--- src/rtl/core/nrle_pkg.sv ---
// Shared types and constants for the netmask to reverse label encoder.
// Holds the request and result structs, label kind codes and zero-run types.
// No dependencies; every other file in rtl/core refers to it by scoped name.
`timescale 1ns / 1ps
`default_nettype none

package nrle_pkg;

  // Address geometry.
  localparam int NUM_WORDS = 8;
  localparam int WORD_W    = 16;
  localparam int IDX_W     = 3;
  localparam int RUN_W     = 4;

  // A run of zero words shorter than this is not compressed.
  localparam logic [RUN_W-1:0] MIN_ZERO_RUN = 4'd2;

  // Label kind codes.
  localparam logic [1:0] KIND_PREFIX = 2'd0;
  localparam logic [1:0] KIND_OCTET  = 2'd1;
  localparam logic [1:0] KIND_WORD   = 2'd2;
  localparam logic [1:0] KIND_ZRUN   = 2'd3;

  // One netmask request.
  typedef struct packed {
    logic        is_ipv6;
    logic [7:0]  prefix_length;
    logic [63:0] address_high;
    logic [63:0] address_low;
  } req_t;

  // One emitted label.
  typedef struct packed {
    logic [1:0]  label_kind;
    logic [15:0] label_value;
    logic        last_label;
  } res_t;

  // Per-lane run lengths, indexed by word position.
  typedef logic [NUM_WORDS-1:0][RUN_W-1:0] run_vec_t;

  // Chosen zero run handed from the merge stage to the emitter.
  typedef struct packed {
    logic             found;
    logic [IDX_W-1:0] end_idx;
    logic [IDX_W-1:0] base_idx;
  } zrun_t;

endpackage

`default_nettype wire

--- src/rtl/core/nrle_lane.sv ---
// One word lane: reports the length of the maximal zero run that ends at
// this lane's word, or zero when none ends here or it is too short.
// Depends on nrle_pkg.
`timescale 1ns / 1ps
`default_nettype none

module nrle_lane (
  input  wire logic [nrle_pkg::NUM_WORDS-1:0] zmask,
  input  wire logic [nrle_pkg::IDX_W-1:0]     lane_idx,
  output logic [nrle_pkg::RUN_W-1:0]          run_len
);

  logic                        is_end;
  logic                        active;
  logic [nrle_pkg::RUN_W-1:0]  cnt;

  // A run ends here when this word is zero and the next higher one is not.
  always_comb begin
    if (lane_idx == nrle_pkg::IDX_W'(nrle_pkg::NUM_WORDS - 1)) begin
      is_end = zmask[lane_idx];
    end else begin
      is_end = zmask[lane_idx] && !zmask[lane_idx + nrle_pkg::IDX_W'(1)];
    end
  end

  // Count zero words downward from this lane until the first nonzero word.
  always_comb begin
    active = is_end;
    cnt    = '0;
    for (int k = nrle_pkg::NUM_WORDS - 1; k >= 0; k--) begin
      if (nrle_pkg::IDX_W'(k) <= lane_idx && active) begin
        if (zmask[k]) begin
          cnt = cnt + nrle_pkg::RUN_W'(1);
        end else begin
          active = 1'b0;
        end
      end
    end
    run_len = (cnt >= nrle_pkg::MIN_ZERO_RUN) ? cnt : '0;
  end

endmodule

`default_nettype wire

--- src/rtl/core/nrle_merge.sv ---
// Merge stage: picks the longest zero run reported by the lanes, the
// highest-positioned run winning a tie. Depends on nrle_pkg.
`timescale 1ns / 1ps
`default_nettype none

module nrle_merge (
  input  wire nrle_pkg::run_vec_t runs,
  output nrle_pkg::zrun_t         best
);

  logic [nrle_pkg::RUN_W-1:0] best_len;
  logic [nrle_pkg::IDX_W-1:0] best_end;
  logic                       found;

  // Scan the lanes in order; a later run of equal length replaces the earlier.
  always_comb begin
    best_len = '0;
    best_end = '0;
    found    = 1'b0;
    for (int i = 0; i < nrle_pkg::NUM_WORDS; i++) begin
      if (runs[i] != '0 && runs[i] >= best_len) begin
        best_len = runs[i];
        best_end = nrle_pkg::IDX_W'(i);
        found    = 1'b1;
      end
    end
    best.found    = found;
    best.end_idx  = best_end;
    best.base_idx = nrle_pkg::IDX_W'({1'b0, best_end} + nrle_pkg::RUN_W'(1) - best_len);
  end

endmodule

`default_nettype wire

--- src/rtl/core/netmask_to_reverse_label_encoder_core.sv ---
// Netmask to reverse label encoder, top level: input stage, word lanes,
// merge stage and label emitter. Depends on nrle_pkg, nrle_lane, nrle_merge.
//
// A request is taken when start is high and busy is low. Each request leaves
// as a train of labels on consecutive cycles, one per cycle, marked by strobe:
// the prefix length first, then four octets (IPv4, five labels in all) or the
// IPv6 words last first with the longest zero run folded into one label (two
// to nine labels). The receiver cannot stall the output, and the single label
// emitter begins a new request's train right after the last label of the one
// before. A request moves through an input register and a lane register into
// the emitter. Two requests can wait behind the one being emitted, and busy
// rises only when both are full.
`timescale 1ns / 1ps
`default_nettype none

module netmask_to_reverse_label_encoder_core (
  input  wire logic            clk,
  input  wire logic            rst,
  input  wire logic            start,
  output logic                 busy,
  input  wire nrle_pkg::req_t  request,
  output logic                 strobe,
  output nrle_pkg::res_t       result
);

  // Input stage.
  logic                                 s1_valid;
  nrle_pkg::req_t                       s1_req;
  logic [127:0]                         s1_addr;
  logic [nrle_pkg::NUM_WORDS-1:0]       zmask;
  logic                                 s1_move;
  logic                                 accept;

  // Lane stage.
  logic                                 s2_valid;
  logic                                 s2_v6;
  logic [7:0]                           s2_plen;
  logic [127:0]                         s2_addr;
  nrle_pkg::run_vec_t                   s2_runs;
  nrle_pkg::run_vec_t                   lane_runs;
  nrle_pkg::zrun_t                      merged;
  logic                                 s2_move;

  // Emitter.
  logic                                 em_active;
  logic                                 em_prefix;
  logic                                 em_v6;
  logic [7:0]                           em_plen;
  logic [127:0]                         em_addr;
  logic [nrle_pkg::IDX_W-1:0]           em_idx;
  nrle_pkg::zrun_t                      em_zr;
  logic                                 em_last;
  logic                                 em_is_zr;
  logic [nrle_pkg::IDX_W-1:0]           em_idx_next;
  logic [nrle_pkg::WORD_W-1:0]          em_word;
  logic [7:0]                           em_octet;
  logic [1:0]                           oct_sel;
  nrle_pkg::res_t                       label;

  // Handshake and pipeline advance.
  assign s2_move = s2_valid && (!em_active || em_last);
  assign s1_move = s1_valid && (!s2_valid || s2_move);
  assign busy    = s1_valid && !s1_move;
  assign accept  = start && !busy;

  // Zero flag of each word, word 0 in the top bits of the 128-bit address.
  assign s1_addr = {s1_req.address_high, s1_req.address_low};

  always_comb begin
    for (int i = 0; i < nrle_pkg::NUM_WORDS; i++) begin
      zmask[i] = (s1_addr[(nrle_pkg::NUM_WORDS - 1 - i) * nrle_pkg::WORD_W +: nrle_pkg::WORD_W]
                  == '0);
    end
  end

  // One lane per word.
  for (genvar g = 0; g < nrle_pkg::NUM_WORDS; g++) begin : g_lane
    nrle_lane u_lane (
      .zmask    (zmask),
      .lane_idx (nrle_pkg::IDX_W'(g)),
      .run_len  (lane_runs[g])
    );
  end

  nrle_merge u_merge (
    .runs (s2_runs),
    .best (merged)
  );

  // Input and lane stage registers.
  always_ff @(posedge clk) begin
    if (rst) begin
      s1_valid <= 1'b0;
      s2_valid <= 1'b0;
    end else begin
      if (accept) begin
        s1_valid <= 1'b1;
      end else if (s1_move) begin
        s1_valid <= 1'b0;
      end
      if (s1_move) begin
        s2_valid <= 1'b1;
      end else if (s2_move) begin
        s2_valid <= 1'b0;
      end
    end
  end

  always_ff @(posedge clk) begin
    if (accept) begin
      s1_req <= request;
    end
    if (s1_move) begin
      s2_v6   <= s1_req.is_ipv6;
      s2_plen <= s1_req.prefix_length;
      s2_addr <= s1_addr;
      s2_runs <= lane_runs;
    end
  end

  // Current label from the emitter state.
  assign em_word  = em_addr[{(3'd7 - em_idx), 4'b0000} +: nrle_pkg::WORD_W];
  assign oct_sel  = 2'd3 - em_idx[1:0];
  assign em_octet = em_addr[{2'b00, oct_sel, 3'b000} +: 8];
  assign em_is_zr = em_v6 && em_zr.found && (em_idx == em_zr.end_idx);

  always_comb begin
    label.label_kind  = nrle_pkg::KIND_PREFIX;
    label.label_value = {8'b0, em_plen};
    label.last_label  = 1'b0;
    em_idx_next       = em_idx - nrle_pkg::IDX_W'(1);
    if (em_prefix) begin
      label.label_kind  = nrle_pkg::KIND_PREFIX;
      label.label_value = {8'b0, em_plen};
      label.last_label  = 1'b0;
    end else if (!em_v6) begin
      label.label_kind  = nrle_pkg::KIND_OCTET;
      label.label_value = {8'b0, em_octet};
      label.last_label  = (em_idx == '0);
    end else if (em_is_zr) begin
      label.label_kind  = nrle_pkg::KIND_ZRUN;
      label.label_value = '0;
      label.last_label  = (em_zr.base_idx == '0);
      em_idx_next       = em_zr.base_idx - nrle_pkg::IDX_W'(1);
    end else begin
      label.label_kind  = nrle_pkg::KIND_WORD;
      label.label_value = em_word;
      label.last_label  = (em_idx == '0);
    end
  end

  assign em_last = em_active && label.last_label;

  // Emitter control and its copy of the request.
  always_ff @(posedge clk) begin
    if (rst) begin
      em_active <= 1'b0;
      em_prefix <= 1'b0;
    end else if (s2_move) begin
      em_active <= 1'b1;
      em_prefix <= 1'b1;
    end else if (em_active) begin
      if (em_last) begin
        em_active <= 1'b0;
      end
      em_prefix <= 1'b0;
    end
  end

  always_ff @(posedge clk) begin
    if (s2_move) begin
      em_v6   <= s2_v6;
      em_plen <= s2_plen;
      em_addr <= s2_addr;
      em_zr   <= merged;
      em_idx  <= s2_v6 ? nrle_pkg::IDX_W'(nrle_pkg::NUM_WORDS - 1) : nrle_pkg::IDX_W'(3);
    end else if (em_active && !em_prefix) begin
      em_idx  <= em_idx_next;
    end
  end

  assign strobe = em_active;
  assign result = label;

  // The prefix label opens every train and is never its last label.
  a_prefix_not_last: assert property (@(posedge clk) disable iff (rst)
    strobe && result.label_kind == nrle_pkg::KIND_PREFIX |-> !result.last_label)
    else $error("prefix label marked last");

  // A train never breaks off between its first and last label.
  a_train_continues: assert property (@(posedge clk) disable iff (rst)
    strobe && !result.last_label |=> strobe)
    else $error("label train interrupted");

  // A label after the last one of a train must be a new prefix.
  a_new_train_prefix: assert property (@(posedge clk) disable iff (rst)
    strobe && result.last_label ##1 strobe |-> result.label_kind == nrle_pkg::KIND_PREFIX)
    else $error("train did not open with a prefix");

  // A compressed run is never followed directly by another in the same train.
  a_single_zrun: assert property (@(posedge clk) disable iff (rst)
    strobe && result.label_kind == nrle_pkg::KIND_ZRUN && !result.last_label
    |=> !(strobe && result.label_kind == nrle_pkg::KIND_ZRUN))
    else $error("two compressed runs in a row");

  // An accepted request always lands in the input register.
  a_accept_lands: assert property (@(posedge clk) disable iff (rst)
    start && !busy |=> s1_valid)
    else $error("accepted request lost");

endmodule

`default_nettype wire
--- config.mk ---
export PLATFORM = sky130hd
export DESIGN_NAME = netmask_to_reverse_label_encoder_core
export DESIGN_NICKNAME = d
export VERILOG_FILES = /design/src/rtl/core/nrle_pkg.sv /design/src/rtl/core/nrle_lane.sv /design/src/rtl/core/nrle_merge.sv /design/src/rtl/core/netmask_to_reverse_label_encoder_core.sv
export SDC_FILE = /design/constraint.sdc
export NUM_CORES = 1
export LEC_CHECK = 0
export BUFFER_PORTS_ARGS = -buffer_cell sky130_fd_sc_hd__buf_2
export CORE_MARGIN = 2
export CORE_UTILIZATION = 50
export CTS_CLUSTER_SIZE = 8
export DETAILED_ROUTE_END_ITERATION = 8
export GPL_TIMING_DRIVEN = 0
export PLACE_DENSITY = 0.69
export SLEW_MARGIN = 5
export SYNTH_ARGS = -nofsm -noshare
export SYNTH_HDL_FRONTEND = slang
export SYNTH_SLANG_ARGS = --single-unit
--- constraint.sdc ---
create_clock -name clk -period 41 [get_ports clk]
set_input_delay 6.15 -clock clk [delete_from_list [all_inputs] [get_ports clk]]
set_output_delay 6.15 -clock clk [all_outputs]
set_load 0.01 [all_outputs]
==> results_dict.tcl <==
set metrics [dict create \
    run_status "finished clean" \
    cts_made_buffers 66 \
    ys_warn_count 0 \
    crit_path_frequent_cell "ha_1" \
    most-common-layout-cells "edfxtp_1 (446), buf_2 (168), clkbuf_16 (69)" \
    cp.depth 43 \
    pin_count 161 \
    drt_iter0_markers 845 \
    hold_viol_final 0 \
    crit_buf_inv 3 \
    vias 9340 \
    worstHoldPathCells 0 \
    seq_area_sq_um 13500 \
    synthArstFlopShare_pct 0 \
    synth_edf_count 446 \
    drt_wl_total_um 36000 \
    layout_min_cycle_time_ns 10.61 \
    ys_ff_latch 450 \
    crit_start "s2_runs[4]" \
    clock_latency_ns 0.56 \
    drt_first_pass_iters 5 \
    layout-drive-gt1-share_pct 29.0 \
    cp_slowest_cell "a2111oi_4" \
    netlist_area_sq_um 17700 \
    cts_max_level 3 \
    dp_hpwl_um 25500 \
    timing.fmax_mhz 94.2 \
    max_slew_margin_pct 43.1 \
    fp-row-count 68 \
    yosys.area.top_type "edfxtp_1" \
    ant_nets 0 \
    grt_max_degree 97 \
    final_common_cell "edfxtp_1" \
    worstMarginPinSlew_ns 0.853 \
    die-area_sq_um 36800 \
    finalSetupViolations 0 \
    end_kind "flop" \
    worstPathMaxFanout 7 \
    place_congestion 0.896 \
    hold_path.startpoint "s2_addr[123]" \
    diodes 0 \
    path_class "reg2reg" \
    cts_setup_buffers 0 \
    ctsResizeCount 0 \
    cpPeakStageDelay_ns 0.57 \
    reg2reg_depth 43 \
    skew_ns 0.0185 \
    fp.dieW_um 192 \
    leakage_uw 0.00766 \
    cts_max_path_buffers 3 \
    io_buffers 160 \
    fillers 2462 \
    drc 0 \
    core-area_sq_um 34600 \
    powerDensity_nw_per_um2 51.9 \
    multi_input_area_sq_um 4020 \
    syn2layout_area_growth_pct 20.3 \
    synth-main-ff-cell "edfxtp_1" \
    tns_ns 0 \
    cts_tree "done" \
    grt_use_total_pct 20.2 \
    slew_violations 0 \
    hold_class "reg2reg" \
    synth_top_cell_area_share_pct 75.8 \
    vdd_drop_max_mv 0.0400 \
    synth-seq-area-share_pct 76.3 \
    start_kind "flop" \
    reg2reg_from "s2_runs[4]" \
    path_delay_family "compound AO/OA/AOI/OAI gates" \
    numClockSinks 450 \
    drv_cap 0 \
    layout.nets 1389 \
    grt_pass1_vias 9585 \
    post-route-util_pct 61.4 \
    grt_overflow_total 0 \
    antenna_found_initial 4 \
    die_h_um 192 \
    avgSynthCellArea_sq_um 18.4 \
    grt_pass1_wl_um 53900 \
    vias_per_cell 5.59 \
    initial_core_util_pct 51.0 \
    cts-root-buf "clkbuf_16" \
    path_clk_slew_ns 0.05 \
    wl_per_cell_um 21.5 \
    ys_top_cells_by_area "edfxtp_1 (76%), mux4_2 (5.1%), ha_1 (3.0%)" \
    required_ns 41.30 \
    yosys.cell_types.count 86 \
    finalCritPeriodShare_pct 25.9 \
    cp.arrival_ns 10.92 \
    hold_buffers 0 \
    syn_inst 962 \
    grt_setup_unrepaired "no" \
]
through the flow:
stage	cells	power [uW]	instance area, sq um	hold WS [ns]	setup slack [ns]
floorplan	964	602	17700	0.400	26.37
CTS	1672	1110	21300	0.406	30.36
detailed placement	1593	631	19400	0.405	30.58
finish	1672	1100	21300	0.398	30.39
global route	1672	1140	21300	0.417	29.71
global placement	1579	633	19000	0.400	20.67
flip-flops by register name (all words and copies together), names as in the netlist:
name       count
em_addr      128
em_idx         3
em_plen        8
em_prefix      1
em_v6          1
em_zr          7
s1_addr      128
s1_req         9
s1_valid       1
s2_addr      128
s2_plen        8
s2_runs       25
s2_v6          1
s2_valid       1
strobe         1
worst register-to-register path: cells and delay by family, from the launching register on:
| kind | cells | cell delay (ns) |
|---|---|---|
| XOR/XNOR | 2 | 0.27 |
| AND/OR/NAND/NOR | 12 | 1.82 |
| buffers and inverters | 3 | 0.29 |
| AO/OA/AOI/OAI | 14 | 3.94 |
| multiplexers | 4 | 1.51 |
| flip-flops | 1 | 0.40 |
| adder cells (fa/ha/maj) | 8 | 2.14 |
Yosys cell counts, types with 3 or more instances:
master	n
edfxtp_1	446
o21bai_1	3
or3_1	3
and2_1	3
clkbuf_1	9
nor2_1	56
mux2_2	20
nor4_1	33
nand2b_1	9
nor2b_1	7
a21oi_1	32
o21ai_0	12
ha_1	43
o21a_1	7
and4_1	5
dfxtp_1	4
nand3_1	7
mux2_4	3
nand2_1	56
inv_1	26
buf_2	8
or3_4	3
o32a_1	3
nor3_1	10
xor2_1	9
or2_2	3
nand4_1	8
mux2i_1	16
mux4_2	40
xnor2_1	9
layer usage:
layer | track usage (%) | share of wire [%] | wire length [um]
met1 | 26.5 | 41 | 14700
met2 | 31.8 | 47 | 16900
met3 | 5.81 | 8.9 | 3210
met4 | 8.20 | 3.3 | 1170
met5 | 0 | 0.036 | 13
area by class of cell:
type	instances	area share, %
plain buffers	22	0.506
clock buffers	74	8.21
clock inverters	5	0.430
inverters	26	0.483
multi-input cells	466	18.9
flip-flops and latches	450	63.4
well taps	455	2.68
repair buffers	174	5.40
logic make-up (layout without fill, tap and decap cells):
family                   Yosys count  count (layout)  share of synthesized area (%)
AO/OA/AOI/OAI                     95              95                           3.90
buffers and inverters             48             301                           1.16
adder cells (fa/ha/maj)           43              43                           3.05
XOR/XNOR                          20              20                           1.15
AND/OR/NAND/NOR                  225             225                           6.82
multiplexers                      80              80                           7.62
other                              1               3                         0.0212
flip-flops                       450             450                           76.3
where the power goes:
group / switching [uW] / internal (uW) / leakage [uW] / total, uW
clock: 176 / 303 / 0.000898 / 480
combinational: 44.5 / 35.8 / 0.00252 / 80.3
sequential: 9.61 / 533 / 0.00424 / 543
worst paths after layout:
| path | end | slack [ns] |
|---|---|---|
| hold reg to reg | em_addr[123] | 0.40 |
| setup reg to reg | em_zr[2] | 30.39 |
| hold / removal | em_addr[123] | 0.40 |
| setup / recovery | em_zr[2] | 30.39 |
No activity file was read; power rests on OpenSTA's default activity.
